File: src/hw/rtl/pbm_ram.sv
// ----------------------------------------------------------------------------
// pbm_ram
// Generic simple dual port RAM, one write and one registered read port.
// ----------------------------------------------------------------------------
module pbm_ram #(
	parameter int WIDTH = 8,
	parameter int DEPTH = 2,
	localparam int AW = $clog2(DEPTH)
) (
	input  logic             clk,
	input  logic             we,
	input  logic [AW-1:0]    waddr,
	input  logic [WIDTH-1:0] wdata,
	input  logic [AW-1:0]    raddr,
	output logic [WIDTH-1:0] rdata
);

	logic [WIDTH-1:0] mem [DEPTH];

	// write port and registered read
	always_ff @(posedge clk) begin
		if (we) begin
			mem[waddr] <= wdata;
		end
		rdata <= mem[raddr];
	end

endmodule

File: config.mk
export PLATFORM = sky130hd
export DESIGN_NAME = pbm_ram
export DESIGN_NICKNAME = d
export VERILOG_FILES = /design/src/hw/rtl/pbm_ram.sv
export SDC_FILE = /design/constraint.sdc
export NUM_CORES = 1
export LEC_CHECK = 0
export BUFFER_PORTS_ARGS = -buffer_cell sky130_fd_sc_hd__clkbuf_2
export CAP_MARGIN = 10
export CORE_MARGIN = 2
export CORE_UTILIZATION = 52
export CTS_BUF_LIST = sky130_fd_sc_hd__clkbuf_2 sky130_fd_sc_hd__clkbuf_4 sky130_fd_sc_hd__clkbuf_8
export CTS_CLUSTER_SIZE = 12
export DETAILED_ROUTE_END_ITERATION = 8
export GPL_TIMING_DRIVEN = 1
export PLACE_DENSITY = 0.88
export SYNTH_ARGS = -nofsm -noshare
export SYNTH_HDL_FRONTEND = slang
export SYNTH_SLANG_ARGS = --single-unit
File: constraint.sdc
create_clock -name clk -period 1.2 [get_ports clk]
set_input_delay 0.24 -clock clk [delete_from_list [all_inputs] [get_ports clk]]
set_output_delay 0.24 -clock clk [all_outputs]
set_load 0.1 [all_outputs]
==> results_dict.tcl <==
set metrics [dict create \
    synthAdderAreaFrac 0 \
    critPathKind "reg -> out" \
    yosys_warnings 0 \
    clock_path_buffers 2 \
    ys_seq_area_frac 0.817 \
    power.share.clock 0.192 \
    critPathRequiredTime_ns 0.96 \
    p_switching_mw 0.452 \
    synth_top_family_by_area "multiplexers" \
    finalSetupViolations 0 \
    slowest_stage "dfxtp_1" \
    maxCapViolations 0 \
    ys_seq_elements 24 \
    max_clock_freq_mhz 914 \
    ys_types 6 \
    layout-drive-gt1-share 0.544 \
    ir_worst_vdd_v 0.000954 \
    clk_pin_slew_ns 0.11 \
    syn_area_um2 785 \
    syn_avg_cell_area_um2 22.4 \
    rows 14 \
    start_util 0.540 \
    gp_congestion 0.616 \
    die_h_um 42.8 \
    finalCritPeriodShare 0.912 \
    nets 71 \
    cellPowerDensity_mw_per_mm2 1600 \
    wirelength_um 964 \
    worst-path-buf-inv 1 \
    dp.cells 70 \
    slew_viol_final 0 \
    cts-hold-fix-buffers 0 \
    pin_count 20 \
    swShare 0.272 \
    cts_tree "yes" \
    worstPathMaxFanout 1 \
    sequentialPowerShare 0.589 \
    crit_chain "buf_12" \
    path_delay_family "flip-flops" \
    diodes 0 \
    cpPeakStageDelay_ns 0.38 \
    fin_cells 73 \
    fp.dieW_um 42.8 \
    antenna_found_initial 0 \
    coreArea_mm2 0.00145 \
    fin_total_pwr_mw 1.66 \
    run_status "finished, final reports clean" \
    viasPerCell 4.97 \
    yosys.area_share.simple 0.0159 \
    synth_nets 47 \
    drc_errors 0 \
    fin_worst_skew_ns 0.000291 \
    crit_arrival_ns 0.85 \
    ctsRootBufferMaster "clkbuf_4" \
    synth_xor_area_frac 0 \
    cts_setup_buffers 0 \
    synth_compound_area_frac 0 \
    syn_to_final_growth_pct 32.4 \
    grt_pass1_wl_um 1530 \
    grt-ovfl-total 0 \
    p_int_mw 1.21 \
    grt_setup_unrepaired "no" \
    p_leak_nw 0.428 \
    htreeDepth 1 \
    hold_path_class "in -> reg" \
    cts.sinks 24 \
    drt-initial-drc-count 4 \
    postCtsResizedCells 0 \
    grt_max_degree 13 \
    syn_inst 35 \
    relSlewSlack 0.775 \
    setup_tns_ns 0 \
    tightest_slew_ns 0.337 \
    die_area_mm2 0.00184 \
    port-buffer-count 19 \
    p_comb_frac 0.219 \
    num_vias 363 \
    synth.area.mux_share 0.153 \
    wl_per_cell_um 13.2 \
    firstDrtPassIters 2 \
    grt_pass1_vias 356 \
    endpoint_kind "output pin" \
    worst_setup_path_start_kind "flop" \
    period_needed_ns 1.09 \
    timing_hold_violations_final 0 \
    ant_nets 0 \
    insertion_delay_ns 0.29 \
    track_usage 0.116 \
    numCtsBuffers 3 \
]
## layer usage
metal	GRT usage	wire length, um	vias up
met5	0	0	-
met4	0.0563	0	0
met3	0.0255	50	0
met2	0.188	515	14
met1	0.148	398	172
li1	-	-	177
## cell usage after synthesis
cell type / count / area (um^2)
edfxtp_1: 16 / 480
dfxtp_1: 8 / 160
mux2_4: 8 / 120
and2_1: 1 / 6.26
buf_6: 1 / 11.3
nor2b_1: 1 / 6.26
## layout make-up
type	instances	area [um^2]
Sequential cell	24	641
Clock buffer	3	22.5
Multi-Input combinational cell	10	133
Fill cell	87	415
Timing Repair Buffer	20	223
Tap cell	16	20.0
## power by group through the flow
stage | registers, mW | logic [mW] | clock network [mW]
2_1_floorplan | 1.16 | 0.0569 | 0
3_3_place_gp | 0.993 | 0.363 | 0
3_5_place_dp | 0.999 | 0.367 | 0
4_1_cts | 0.979 | 0.367 | 0.331
5_1_grt | 0.984 | 0.374 | 0.360
6_report | 0.978 | 0.365 | 0.319
## sequential cells by signal, indices dropped and copies added, names as in the netlist
| name | flops |
|---|---|
| mem | 16 |
| rdata | 8 |
## logic make-up (layout without fill, tap and decap cells)
kind of cell | after synthesis | after routing
muxes | 8 | 8
buffers and inverters | 1 | 23
DFF | 24 | 24
and+or+nand+nor | 2 | 2
## worst paths after layout
kind                     to       from  depth (start not counted)  slack (ns)
setup / recovery   rdata[1]   rdata[1]                          1        0.11
hold / removal    mem[1][6]   wdata[6]                          1        0.13
setup reg to reg   rdata[1]  mem[0][1]                          1        0.44
hold reg to reg    rdata[0]  mem[1][0]                          1        0.49
## stage by stage
step	utilization	hold slack, ns	cell area, um^2	setup WS, ns
2_1_floorplan	-	0.339	785	0.0510
3_3_place_gp	0.699	0.432	1020	0.238
3_5_place_dp	0.699	0.436	1020	0.197
4_1_cts	0.714	0.119	1040	0.0841
5_1_grt	0.714	0.119	1040	0.0516
6_report	0.714	0.128	1040	0.105
## layout by cell type, fill, tap and decap left out
| cell | n |
|---|---|
| clkbuf_4 | 3 |
| and2_1 | 1 |
| mux2_4 | 8 |
| nor2b_1 | 1 |
| clkbuf_2 | 11 |
| edfxtp_1 | 16 |
| buf_12 | 8 |
| dfxtp_1 | 8 |
| buf_4 | 1 |
Note: power is estimated with default switching activity, not from simulation.
