**src/hw/rtl/pbm_pkg.sv**
```systemverilog
// ----------------------------------------------------------------------------
// pbm_pkg
// Shared types, action codes and table reset patterns for the buffer pool
// manager.
// ----------------------------------------------------------------------------
package pbm_pkg;

	localparam int POOL_BUFFERS_DEF = 128;
	localparam int BUFFER_BYTES_DEF = 64;
	localparam logic [7:0] NO_BUF = 8'hFF;

	// action codes
	localparam logic [2:0] ACT_ALLOC      = 3'd0;
	localparam logic [2:0] ACT_FREE       = 3'd1;
	localparam logic [2:0] ACT_FREE_CHAIN = 3'd2;
	localparam logic [2:0] ACT_STORE      = 3'd3;
	localparam logic [2:0] ACT_READ       = 3'd4;

	// table reset patterns
	localparam int TBL_NEXT = 0;
	localparam int TBL_PREV = 1;
	localparam int TBL_ZERO = 2;

	typedef struct packed {
		logic [2:0] action;
		logic [7:0] buffer_id;
		logic [5:0] byte_offset;
		logic [7:0] data_byte;
		logic       last_byte;
	} pbm_cmd_t;

	typedef struct packed {
		logic       status;
		logic [7:0] result_buffer;
		logic [7:0] read_byte;
		logic [6:0] fill_length;
		logic [7:0] next_link;
		logic [7:0] prev_link;
	} pbm_res_t;

	// value an entry holds after reset
	function automatic logic [7:0] tbl_init(int kind, int unsigned idx, int unsigned pool);
		logic [7:0] v;
		v = 8'h00;
		case (kind)
			TBL_NEXT: v = (idx == 0) ? NO_BUF : 8'(idx - 1);
			TBL_PREV: v = (idx + 1 >= pool) ? NO_BUF : 8'(idx + 1);
			default:  v = 8'h00;
		endcase
		return v;
	endfunction

endpackage

```
**src/hw/rtl/pbm_ram.sv**
```systemverilog
// ----------------------------------------------------------------------------
// pbm_ram
// Generic simple dual port RAM, one write and one registered read port.
// ----------------------------------------------------------------------------
module pbm_ram #(
	parameter int WIDTH = 8,
	parameter int DEPTH = 2,
	localparam int AW = $clog2(DEPTH)
) (
	input  logic             clk,
	input  logic             we,
	input  logic [AW-1:0]    waddr,
	input  logic [WIDTH-1:0] wdata,
	input  logic [AW-1:0]    raddr,
	output logic [WIDTH-1:0] rdata
);

	logic [WIDTH-1:0] mem [DEPTH];

	// write port and registered read
	always_ff @(posedge clk) begin
		if (we) begin
			mem[waddr] <= wdata;
		end
		rdata <= mem[raddr];
	end

endmodule

```
**src/hw/rtl/pbm_table.sv**
```systemverilog
// ----------------------------------------------------------------------------
// pbm_table
// Per-buffer table held in RAM, with a valid bit per entry so that an entry
// never written since reset reads as its reset pattern.
// ----------------------------------------------------------------------------
module pbm_table
	import pbm_pkg::*;
#(
	parameter int WIDTH = 8,
	parameter int DEPTH = 2,
	parameter int KIND  = TBL_ZERO,
	localparam int AW = $clog2(DEPTH)
) (
	input  logic             clk,
	input  logic             arst_n,
	input  logic             we,
	input  logic [AW-1:0]    waddr,
	input  logic [WIDTH-1:0] wdata,
	input  logic [AW-1:0]    raddr,
	output logic [WIDTH-1:0] rdata
);

	logic [DEPTH-1:0] valid_q;
	logic             valid_s1;
	logic [AW-1:0]    raddr_s1;
	logic [WIDTH-1:0] ram_rdata;

	pbm_ram #(.WIDTH(WIDTH), .DEPTH(DEPTH)) u_ram (
		.clk   (clk),
		.we    (we),
		.waddr (waddr),
		.wdata (wdata),
		.raddr (raddr),
		.rdata (ram_rdata)
	);

	// written marks
	always_ff @(posedge clk or negedge arst_n) begin
		if (!arst_n) begin
			valid_q <= '0;
		end else if (we) begin
			valid_q[waddr] <= 1'b1;
		end
	end

	// read side follows the ram latency
	always_ff @(posedge clk) begin
		raddr_s1 <= raddr;
		valid_s1 <= valid_q[raddr];
	end

	assign rdata = valid_s1 ? ram_rdata
		: WIDTH'(tbl_init(KIND, int'(raddr_s1), DEPTH));

endmodule
```
**config.mk**
```make
export PLATFORM = sky130hd
export DESIGN_NAME = pbm_table
export DESIGN_NICKNAME = d
export VERILOG_FILES = /design/src/hw/rtl/pbm_pkg.sv /design/src/hw/rtl/pbm_ram.sv /design/src/hw/rtl/pbm_table.sv
export SDC_FILE = /design/constraint.sdc
export NUM_CORES = 1
export LEC_CHECK = 0
export BUFFER_PORTS_ARGS = -buffer_cell sky130_fd_sc_hd__buf_2
export CELL_PAD_IN_SITES_DETAIL_PLACEMENT = 0
export CELL_PAD_IN_SITES_GLOBAL_PLACEMENT = 1
export CORE_MARGIN = 3
export CORE_UTILIZATION = 45
export CTS_BUF_LIST = sky130_fd_sc_hd__clkbuf_8
export CTS_CLUSTER_DIAMETER = 120
export DETAILED_ROUTE_END_ITERATION = 8
export PLACE_DENSITY_LB_ADDON = 0.1
export SLEW_MARGIN = 0
export SYNTH_ARGS = -nofsm -noshare
export SYNTH_HDL_FRONTEND = slang
export SYNTH_SLANG_ARGS = --single-unit
export TNS_END_PERCENT = 5
```
**constraint.sdc**
```tcl
create_clock -name clk -period 1 [get_ports clk]
set_input_delay 0.2 -clock clk [delete_from_list [all_inputs] [get_ports clk]]
set_output_delay 0.2 -clock clk [all_outputs]
set_load 0.01 [all_outputs]
```
==> results of run 1 <==
## cells in the final DEF, fill, tap and decap left out, drive strengths merged
cell type | synthesis | routed
and2 | 9 | 9
buf | 1 | 20
clkbuf | 0 | 3
dfrtp | 2 | 2
dfxtp | 9 | 9
dlygate4sd3 | 0 | 1
edfxtp | 16 | 16
inv | 0 | 1
mux2 | 9 | 9
nor2b | 1 | 1
or2 | 2 | 2
## layout make-up
cell class                      count  area [µm²]
Fill cell                         156       708.2
Tap cell                           25       31.28
Timing Repair Buffer               21       122.6
Clock inverter                      1       3.754
Clock buffer                        3       41.29
Sequential cell                    27       714.4
Multi-Input combinational cell     21       217.7
## final timing paths
| kind | start | to | slack [ns] | cells past startpoint |
|---|---|---|---|---|
| max | valid_s1$_DFF_P_ | rdata[0] | -0.1 | 2 |
| min | wdata[5] | u_ram.mem[0][5]$_DFFE_PP_ | 0.12 | 1 |
| max reg2reg | valid_q[0]$_DFFE_PN0P_ | valid_q[0]$_DFFE_PN0P_ | 0.22 | 1 |
| min reg2reg | valid_q[1]$_DFFE_PN0P_ | valid_q[1]$_DFFE_PN0P_ | 0.47 | 1 |
| max in group asynchronous | arst_n | valid_q[1]$_DFFE_PN0P_ | 0.66 | 2 |
| min in group asynchronous | arst_n | valid_q[0]$_DFFE_PN0P_ | 0.24 | 2 |
## registers in the layout, indices dropped and copies added, names as in the netlist
signal       count
valid_s1         1
u_ram.rdata      8
valid_q          2
u_ram.mem       16
## power breakdown
group	leakage [nW]	switching [W]	internal, W
logic	0.191	0.0000733	0.000114
clock network	0.0269	0.000303	0.000275
registers	0.243	0.0000151	0.00125
total	0.461	0.000391	0.00164
## stage by stage
stage / cell area, µm² / instances / setup slack, ns / utilization [%]
3_3_place_gp: 1055 / 93 / -0.02205 / 57.35
6_report: 1131 / 98 / -0.09693 / 61.50
5_1_grt: 1131 / 98 / -0.1536 / 61.50
2_1_floorplan: 934.6 / 49 / 0.1629 / -
3_5_place_dp: 1055 / 93 / -0.05180 / 57.35
4_1_cts: 1114 / 98 / -0.1119 / 60.54
## cells in the mapped netlist, drive strengths merged
master   n  area (µm²)
and2     9       56.30
dfrtp    2       50.05
nor2b    1       6.260
mux2     9       135.1
or2      2       12.52
edfxtp  16       480.5
buf      1       11.26
dfxtp    9       180.2
## per-layer routing
layer  track usage [%]  up-vias  routed length, µm
li1                  -      220                  -
met1             13.17      184                455
met2             16.53       18                549
met4             9.170        0                 36
met5                 0        -                  0
met3             3.438        4                 88
## cells by family after synthesis
logic type,after synthesis
buf+inv,1
flops,27
mux,9
simple gates,12
## critical path: stages (launching register included)
cell,delay (ns)
dfxtp_4,0.37
and2_1,0.13
buf_2,0.13
## what timing repair did
item / CTS / global route
hold endpoints to repair: 2 / 0
gates resized for setup: 2 / 4
hold buffers: 1 / 0
setup endpoints to repair: 8 / 8
cloned: 0 / 0
==> key figures, run 1 <==
STA
  • Setup TNS: -0.7442 ns
  • Worst Slack Setup Final: -0.09693 ns
  • Final Slew Violations: 0
  • Minimum clock period: 1.097 ns
  • Max Clock Skew: 0.001213 ns
  • Worst Hold Margin: 0.1184 ns
  • Final Cycle Share: 109.7%
  • RSZ-0062 raised after global routing: true
  • Hold Vio Cnt, Final: 0
  • Final setup viols: 8
  • Relative slew slack: 70.57%
  • Fmax: 911.6 MHz
  • Least-Margin Pin Slew: 0.4395 ns

Critical path
  • Critical Setup Path Class: register to output port
  • Worst path required time: 0.80 ns
  • CP Data Arrival Time: 0.90 ns
  • Critical path capture point type: output port
  • Crit path max fanout: 8
  • Critical Path Source Type: register

Power
  • Worst vdd ir: 0.001162 V
  • Final Power: 0.002033 W
  • Power per Cell Area: 1797 nW/µm²
  • Leak: 0.4613 nW

Synth
  • FF+latch count, synth: 27
  • Gate count of the mapped netlist: 49
  • Syn_nets: 62
  • Synth Area in XOR/XNOR: 0%
  • Post-Synth Simple-Gate Area: 8.054%
  • Synth Area in Adders: 0%
  • Register area share after synthesis: 76.24%
  • Syn avg cell area: 19.02 µm²
  • Compound-Gate Fraction of Synth Area: 0%
  • Largest family of logic cells by synthesized area: multiplexers
  • Multiplexer share of the synthesized area: 14.50%
  • Post-synth cell types: 9
  • Synth warn: 0
  • Netlist Area Pre-Place: 932.1 µm²

Floorplanning
  • I/O pins: 21
  • Total die area: 2653 µm²
  • Initial core utilization: 50.68%
  • Die width: 51.51 µm
  • Core area: 1839 µm²
  • Die Y: 51.51 µm
  • Core Rows: 15

Final layout
  • Antenna diodes: 0
  • Fin nets: 87
  • Area grow syn2layout: 21.34%
  • Layout cell share with drive strength beyond 1: 50.68%

Clock tree
  • Clock buffer count from CTS: 3
  • Setup Buffers After CTS: 0
  • H-Tree Depth: 1
  • CTS clk-pin slew, worst paths: 0.08 ns
  • Num Clock Sinks: 27
  • Clock Tree Root: clkbuf_8
  • TritonCTS clock tree: yes
  • Clock buffer depth: 2
  • Skew-Pair Late Insertion Delay: 0.26 ns

Detailed routing
  • Drt via density: 4.347
  • Vias: 426
  • Initial DRC Count: 0
  • TritonRoute pass-1 iters: 1
  • Detailed-route DRC error count: 0
  • Total wire length: 1130 µm
  • Avg WL per Cell: 11.53 µm
  • Final ANT Viol Nets: 0

Job
  • Max_cap viols: 0

GRT
  • Vias in the first global route: 440
  • GR Util All Layers: 11.14%
  • First-pass GRT wire length: 2001 µm
  • Initial antenna violation count: 0
  • Pin count of the biggest net entering global routing: 15
  • Gr ovfl total: 0

Run status
  • Outcome: complete, but fails checks
  • Failing checks: setup timing

Worst hold path
  • Worst min path class: primary input to register

Placed design
  • Post-detail-place hpwl: 779.5 µm
  • Placer Congestion: 0.6498
  • # port buffers: 20
Power figures use the tool's default switching activity.
==> inputs of run 2 (changes only) <==
--- a/constraint.sdc
+++ b/constraint.sdc
@@ -3,2 +3,2 @@
 set_output_delay 0.2 -clock clk [all_outputs]
-set_load 0.01 [all_outputs]
+set_load 0.02 [all_outputs]
==> run 2 against run 1 <==
  * The flow still finishes with violations (setup timing)
  * Sequential share of layout area decreased by 2.3 points
  * Combinational power is 34% higher
  * First-iteration DRC count unchanged
  * Register-to-register slack about the same
  * Routed wire length rose by 3.8%
  * Final area grew 3.8%
  * Die area did not move
  * Cell count is the same
  * Global-route usage up 0.37 points
  * Maximum frequency decreased by 0.98%
  * Worst hold slack better by 0.00061 ns
  * Worst setup slack got worse by 0.011 ns
  * Critical path type unchanged
==> key figures, run 2 (synthesis results as in run 1) <==
Critical path
  • CP max stage cell: dfxtp_4
  • Worst Setup SP: valid_s1$_DFF_P_
  • Crit-path cells: and2_1 -> buf_6
  • Crit-path leading delay family: flip-flops
  • Crit path max fanout: 8
  • Critical Setup Path Class: register to output port
  • Critical path capture point type: output port
  • Worst reg2reg path startpoint: valid_q[0]$_DFFE_PN0P_
  • Worst path required time: 0.80 ns
  • Critical path's largest stage delay: 0.37 ns
  • WP buf/inv: 1
  • Critical Path Source Type: register
  • CP Data Arrival Time: 0.91 ns

Floorplanning
  • Die width: 51.51 µm
  • I/O pins: 21
  • Initial core utilization: 50.68%
  • Die Y: 51.51 µm
  • Total die area: 2653 µm²
  • Core Rows: 15
  • Core area: 1839 µm²

GRT
  • First-pass GRT wire length: 2070 µm
  • Vias in the first global route: 445
  • GR Util All Layers: 11.51%
  • Initial antenna violation count: 0
  • Gr ovfl total: 0
  • Pin count of the biggest net entering global routing: 15

Final layout
  • Commonest non-fill, non-tap cell in the layout: edfxtp_1
  • Fin nets: 87
  • Largest registers: u_ram.mem x16, u_ram.rdata x8, valid_q x2
  • Fin cells: 98
  • Flip-flop count of the largest register after layout: 16
  • Commonest cells after routing, fill and taps aside: edfxtp_1 (16), buf_2 (12), mux2_4 (9), buf_6 (8), dfxtp_1 (8)
  • Antenna diodes: 0
  • Layout cell share with drive strength beyond 1: 53.42%
  • Final instance area: 1174 µm²
  • Biggest register: u_ram.mem
  • Area grow syn2layout: 25.91%

Placed design
  • Post-detail-place hpwl: 779.5 µm
  • # port buffers: 20
  • Placer Congestion: 0.6498
  • Placed Area: 1055 µm²
  • Placed cells: 93

Clock tree
  • CTS clk-pin slew, worst paths: 0.08 ns
  • Num Clock Sinks: 27
  • Clock buffer depth: 2
  • H-Tree Depth: 1
  • Skew-Pair Late Insertion Delay: 0.26 ns
  • Clock buffer count from CTS: 3
  • TritonCTS clock tree: yes
  • Setup Buffers After CTS: 0
  • Clock Tree Root: clkbuf_8

Power
  • Leak: 0.4787 nW
  • Cell Int Power: 0.001675 W
  • Worst vdd ir: 0.001176 V
  • Sw frac: 20.02%
  • Combinational share of power: 12.0%
  • Switch Pwr: 0.0004192 W
  • Power per Cell Area: 1784 nW/µm²
  • Clk network pwr share: 27.4%
  • Final Power: 0.002094 W
  • Flop pwr share: 60.6%

Detailed routing
  • Met2 WL post-DR: 572 µm
  • Drt via density: 4.408
  • Total wire length: 1173 µm
  • Top sig layer: met4
  • Met3 WL: 83 µm
  • Vias: 432
  • Initial DRC Count: 0
  • Detailed-route DRC error count: 0
  • Final ANT Viol Nets: 0
  • Avg WL per Cell: 11.97 µm
  • TritonRoute pass-1 iters: 1
  • Met1 WL: 480 µm

STA
  • Relative slew slack: 70.58%
  • Final Cycle Share: 110.8%
  • RSZ-0062 raised after global routing: true
  • Fmax: 902.7 MHz
  • Minimum clock period: 1.108 ns
  • Final setup viols: 8
  • Least-Margin Pin Slew: 0.4393 ns
  • Max Clock Skew: 0.001217 ns
  • Hold Vio Cnt, Final: 0
  • Final Slew Violations: 0
  • Worst Slack Setup Final: -0.1078 ns

Worst hold path
  • Hold Startpoint: wdata[2]
  • Worst min path class: primary input to register

Run status
  • Failing checks: setup timing
  • Outcome: complete, but fails checks

Job
  • Max_cap viols: 0
[run 2: cell counts in the layout (fill, tap and decap cells not counted)]
No cell type changed its count.
[run 2: power groups by stage]
stage	Clock [W]	Sequential, W	Combinational [W]
after floorplan	0	0.00129	0.000131
after global placement	0	0.00130	0.000193
after detailed placement	0	0.00130	0.000195
after CTS	0.000601	0.00127	0.000241
after global routing	0.000678	0.00128	0.000267
final	0.000574	0.00127	0.000251
[run 2: worst paths after layout]
check | endpoint | slack [ns] | depth (start not counted)
setup / recovery | rdata[4] | -0.11 | 2
hold / removal | u_ram.mem[0][2]$_DFFE_PP_ | 0.12 | 1
min in group asynchronous | valid_q[0]$_DFFE_PN0P_ | 0.24 | 2
hold reg to reg | valid_q[1]$_DFFE_PN0P_ | 0.47 | 1
setup reg to reg | valid_q[0]$_DFFE_PN0P_ | 0.22 | 1
max in group asynchronous | valid_q[1]$_DFFE_PN0P_ | 0.66 | 2
[run 2: layer usage]
metal / vias to the layer above / GRT usage, %
li1: 220 / -
met1: 190 / 14.12
met2: 18 / 16.74
met3: 4 / 3.438
met4: 0 / 9.170
met5: - / 0
[run 2: repair_timing]
action / 4_1_cts / 5_1_grt
hold buffers: 1 / 0
hold endpoints to repair: 2 / 0
endpoints found under the setup margin: 8 / 8
gates resized for setup: 18 / 4
[run 2: area by class of cell]
cell class / instances / area (µm²)
clock buffers: 3 / 41.29
multi-input cells: 21 / 222.7
clock inverters: 1 / 3.754
well taps: 25 / 31.28
flip-flops and latches: 27 / 714.4
fillers: 149 / 665.6
repair buffers: 21 / 160.2
[run 2: metrics by stage]
| step | TNS, ns | worst slack [ns] | utilization (%) | hold WS [ns] |
|---|---|---|---|---|
| final | -0.8315 | -0.1078 | 63.81 | 0.1190 |
| after global routing | -1.330 | -0.1719 | 63.81 | 0.09782 |
| after CTS | -0.9457 | -0.1202 | 63.27 | 0.1115 |
| after detailed placement | -0.5422 | -0.05180 | 57.35 | -0.01194 |
| after global placement | -0.2612 | -0.02205 | 57.35 | -0.01350 |
| after floorplan | 0 | 0.1629 | - | -0.09559 |
==> inputs of run 3 (changes only) <==
Settings changed: CORE_UTILIZATION 45 to 49.
Clock period 1 ns to 1.35 ns, I/O delays scaled along.
==> run 3 against run 2 <==
  * The run now ends clean
  * Combinational power is 42% lower
  * First-iteration DRC count is 4 higher
  * Sequential share of layout area is 2.8 points higher
  * Total power is 28% lower
  * Sequential power is 26% lower
  * Flip-flop and latch count stayed put
  * Worst hold slack better by 0.071 ns
  * Global-route usage is 1.8 points lower
  * Utilization is 0.55 points lower
  * Register-to-register slack better by 0.34 ns
  * Clock skew is 0.00055 ns lower
  * Largest power group unchanged
==> key figures, run 3 (synthesis results as in run 1) <==
Floorplanning
  • Die width: 49.62 µm
  • I/O pins: 21
  • Total die area: 2462 µm²
  • Die Y: 49.62 µm
  • Core area: 1764 µm²
  • Core Rows: 15
  • Initial core utilization: 52.84%

Final layout
  • Area grow syn2layout: 19.73%
  • Commonest non-fill, non-tap cell in the layout: buf_2
  • Largest registers: u_ram.mem x16, u_ram.rdata x8, valid_q x2
  • Commonest cells after routing, fill and taps aside: buf_2 (20), edfxtp_1 (16), and2_1 (9), mux2_4 (9), dfxtp_1 (9)
  • Antenna diodes: 0
  • Fin nets: 88
  • Flip-flop count of the largest register after layout: 16
  • Biggest register: u_ram.mem
  • Number of fill cells in the layout: 148
  • Layout cell share with drive strength beyond 1: 47.30%
  • Fin cells: 99

Power
  • Leak: 0.4551 nW
  • Worst vdd ir: 0.0008426 V
  • Power per Cell Area: 1355 nW/µm²

Placed design
  • Placed cells: 94
  • # port buffers: 20
  • Dpl ws: 0.2768 ns
  • Placer Congestion: 0.6170

Clock tree
  • TritonCTS clock tree: yes
  • Skew-Pair Late Insertion Delay: 0.26 ns
  • Clock buffer count from CTS: 3
  • CTS clk-pin slew, worst paths: 0.09 ns
  • Post-cts resize count: 0
  • H-Tree Depth: 1
  • Clock Tree Root: clkbuf_8
  • Clock buffer depth: 2
  • Num Clock Sinks: 27

STA
  • Setup TNS: 0 ns
  • Minimum clock period: 1.220 ns
  • Worst Slack Setup Final: 0.1303 ns
  • Final Slew Violations: 0
  • Relative slew slack: 75.42%
  • RSZ-0062 raised after global routing: false
  • Final Cycle Share: 90.35%
  • Fmax: 819.9 MHz
  • Max Clock Skew: 0.0006638 ns
  • Least-Margin Pin Slew: 0.3687 ns
  • Final setup viols: 0
  • Hold Vio Cnt, Final: 0

Worst hold path
  • Hold Path Depth: 1
  • Hold Startpoint: wdata[4]
  • Worst min path class: primary input to register
  • Min-Delay Endpoint: u_ram.mem[1][4]$_DFFE_PP_

Detailed routing
  • Final ANT Viol Nets: 0
  • Drt via density: 4.475
  • TritonRoute pass-1 iters: 4
  • Initial DRC Count: 4
  • Avg WL per Cell: 10.81 µm
  • Vias: 443
  • Total wire length: 1070 µm
  • Detailed-route DRC error count: 0

Critical path
  • Critical Setup Path Class: register to output port
  • Reg2Reg Depth: 1
  • Worst reg2reg path startpoint: valid_q[0]$_DFFE_PN0P_
  • Critical R2R Capture: valid_q[0]$_DFFE_PN0P_
  • CP Data Arrival Time: 0.95 ns
  • FF-to-FF setup slack: 0.56 ns
  • Worst path required time: 1.08 ns
  • Crit path max fanout: 8
  • Critical path capture point type: output port
  • Critical Path Source Type: register

Run status
  • Outcome: completed

GRT
  • GR Util All Layers: 9.669%
  • Vias in the first global route: 413
  • First-pass GRT wire length: 1759 µm
  • Gr ovfl total: 0
  • Initial antenna violation count: 0
  • Pin count of the biggest net entering global routing: 16

Job
  • Max_cap viols: 0
run 3: changes by cell type in the layout (fill, tap and decap cells not counted), moves of 4 or more:
cell / before / now
buf_6: 8 / 0
and2_4: 4 / 0
and2_1: 5 / 9
buf_2: 12 / 20
run 3: cell type report:
cell class	count	area, µm²	area share [%]
sequential	27	710.7	63.68
multi-input combinational	21	210.2	18.83
clock inverter	1	5.005	0.4484
tap	25	31.28	2.803
clock buffer	3	41.29	3.700
timing repair buffer	22	117.6	10.54
run 3: worst max path at each step:
| stage | startpoint | end | depth (start not counted) |
|---|---|---|---|
| after floorplan | we | u_ram.mem[0][0]$_DFFE_PP_ | 1 |
| after global placement | waddr | u_ram.mem[1][2]$_DFFE_PP_ | 2 |
| after detailed placement | we | valid_q[0]$_DFFE_PN0P_ | 4 |
| after CTS | valid_s1$_DFF_P_ | rdata[0] | 2 |
| after global routing | valid_s1$_DFF_P_ | rdata[1] | 2 |
| final | valid_s1$_DFF_P_ | rdata[0] | 2 |
run 3: timing repair:
item                      4_1_cts  5_1_grt
hold buffers                    1        0
hold endpoints to repair        2        0
setup buffers                   0        0
run 3: report_power, final:
group / internal (W) / total, W / switching, W
Clock: 0.000206 / 0.000426 / 0.000220
Combinational: 0.0000756 / 0.000146 / 0.0000704
Sequential: 0.000930 / 0.000941 / 0.0000110
run 3: routing by layer:
| layer | vias to the layer above | part of all wire (%) | global-route usage (%) |
|---|---|---|---|
| met5 | - | 0 | 0 |
| met4 | 0 | 0.37 | 5.530 |
| met3 | 2 | 8.0 | 2.719 |
| met2 | 18 | 45 | 15.42 |
| met1 | 202 | 46 | 11.67 |
| li1 | 221 | - | - |
run 3: worst max-delay path, stage by stage (launching register included):
cell and delay, ns:
dfxtp_1 0.40, and2_1 0.14, buf_2 0.15
run 3: per-stage QoR:
step	total power (W)	cell area, µm²	hold WS [ns]	util, %
2_1_floorplan	0.001054	932.1	-0.02559	-
3_3_place_gp	0.001104	1060	0.05670	60.07
3_5_place_dp	0.001107	1060	0.05845	60.07
4_1_cts	0.001531	1116	0.1871	63.26
5_1_grt	0.001577	1116	0.1803	63.26
6_report	0.001513	1116	0.1905	63.26
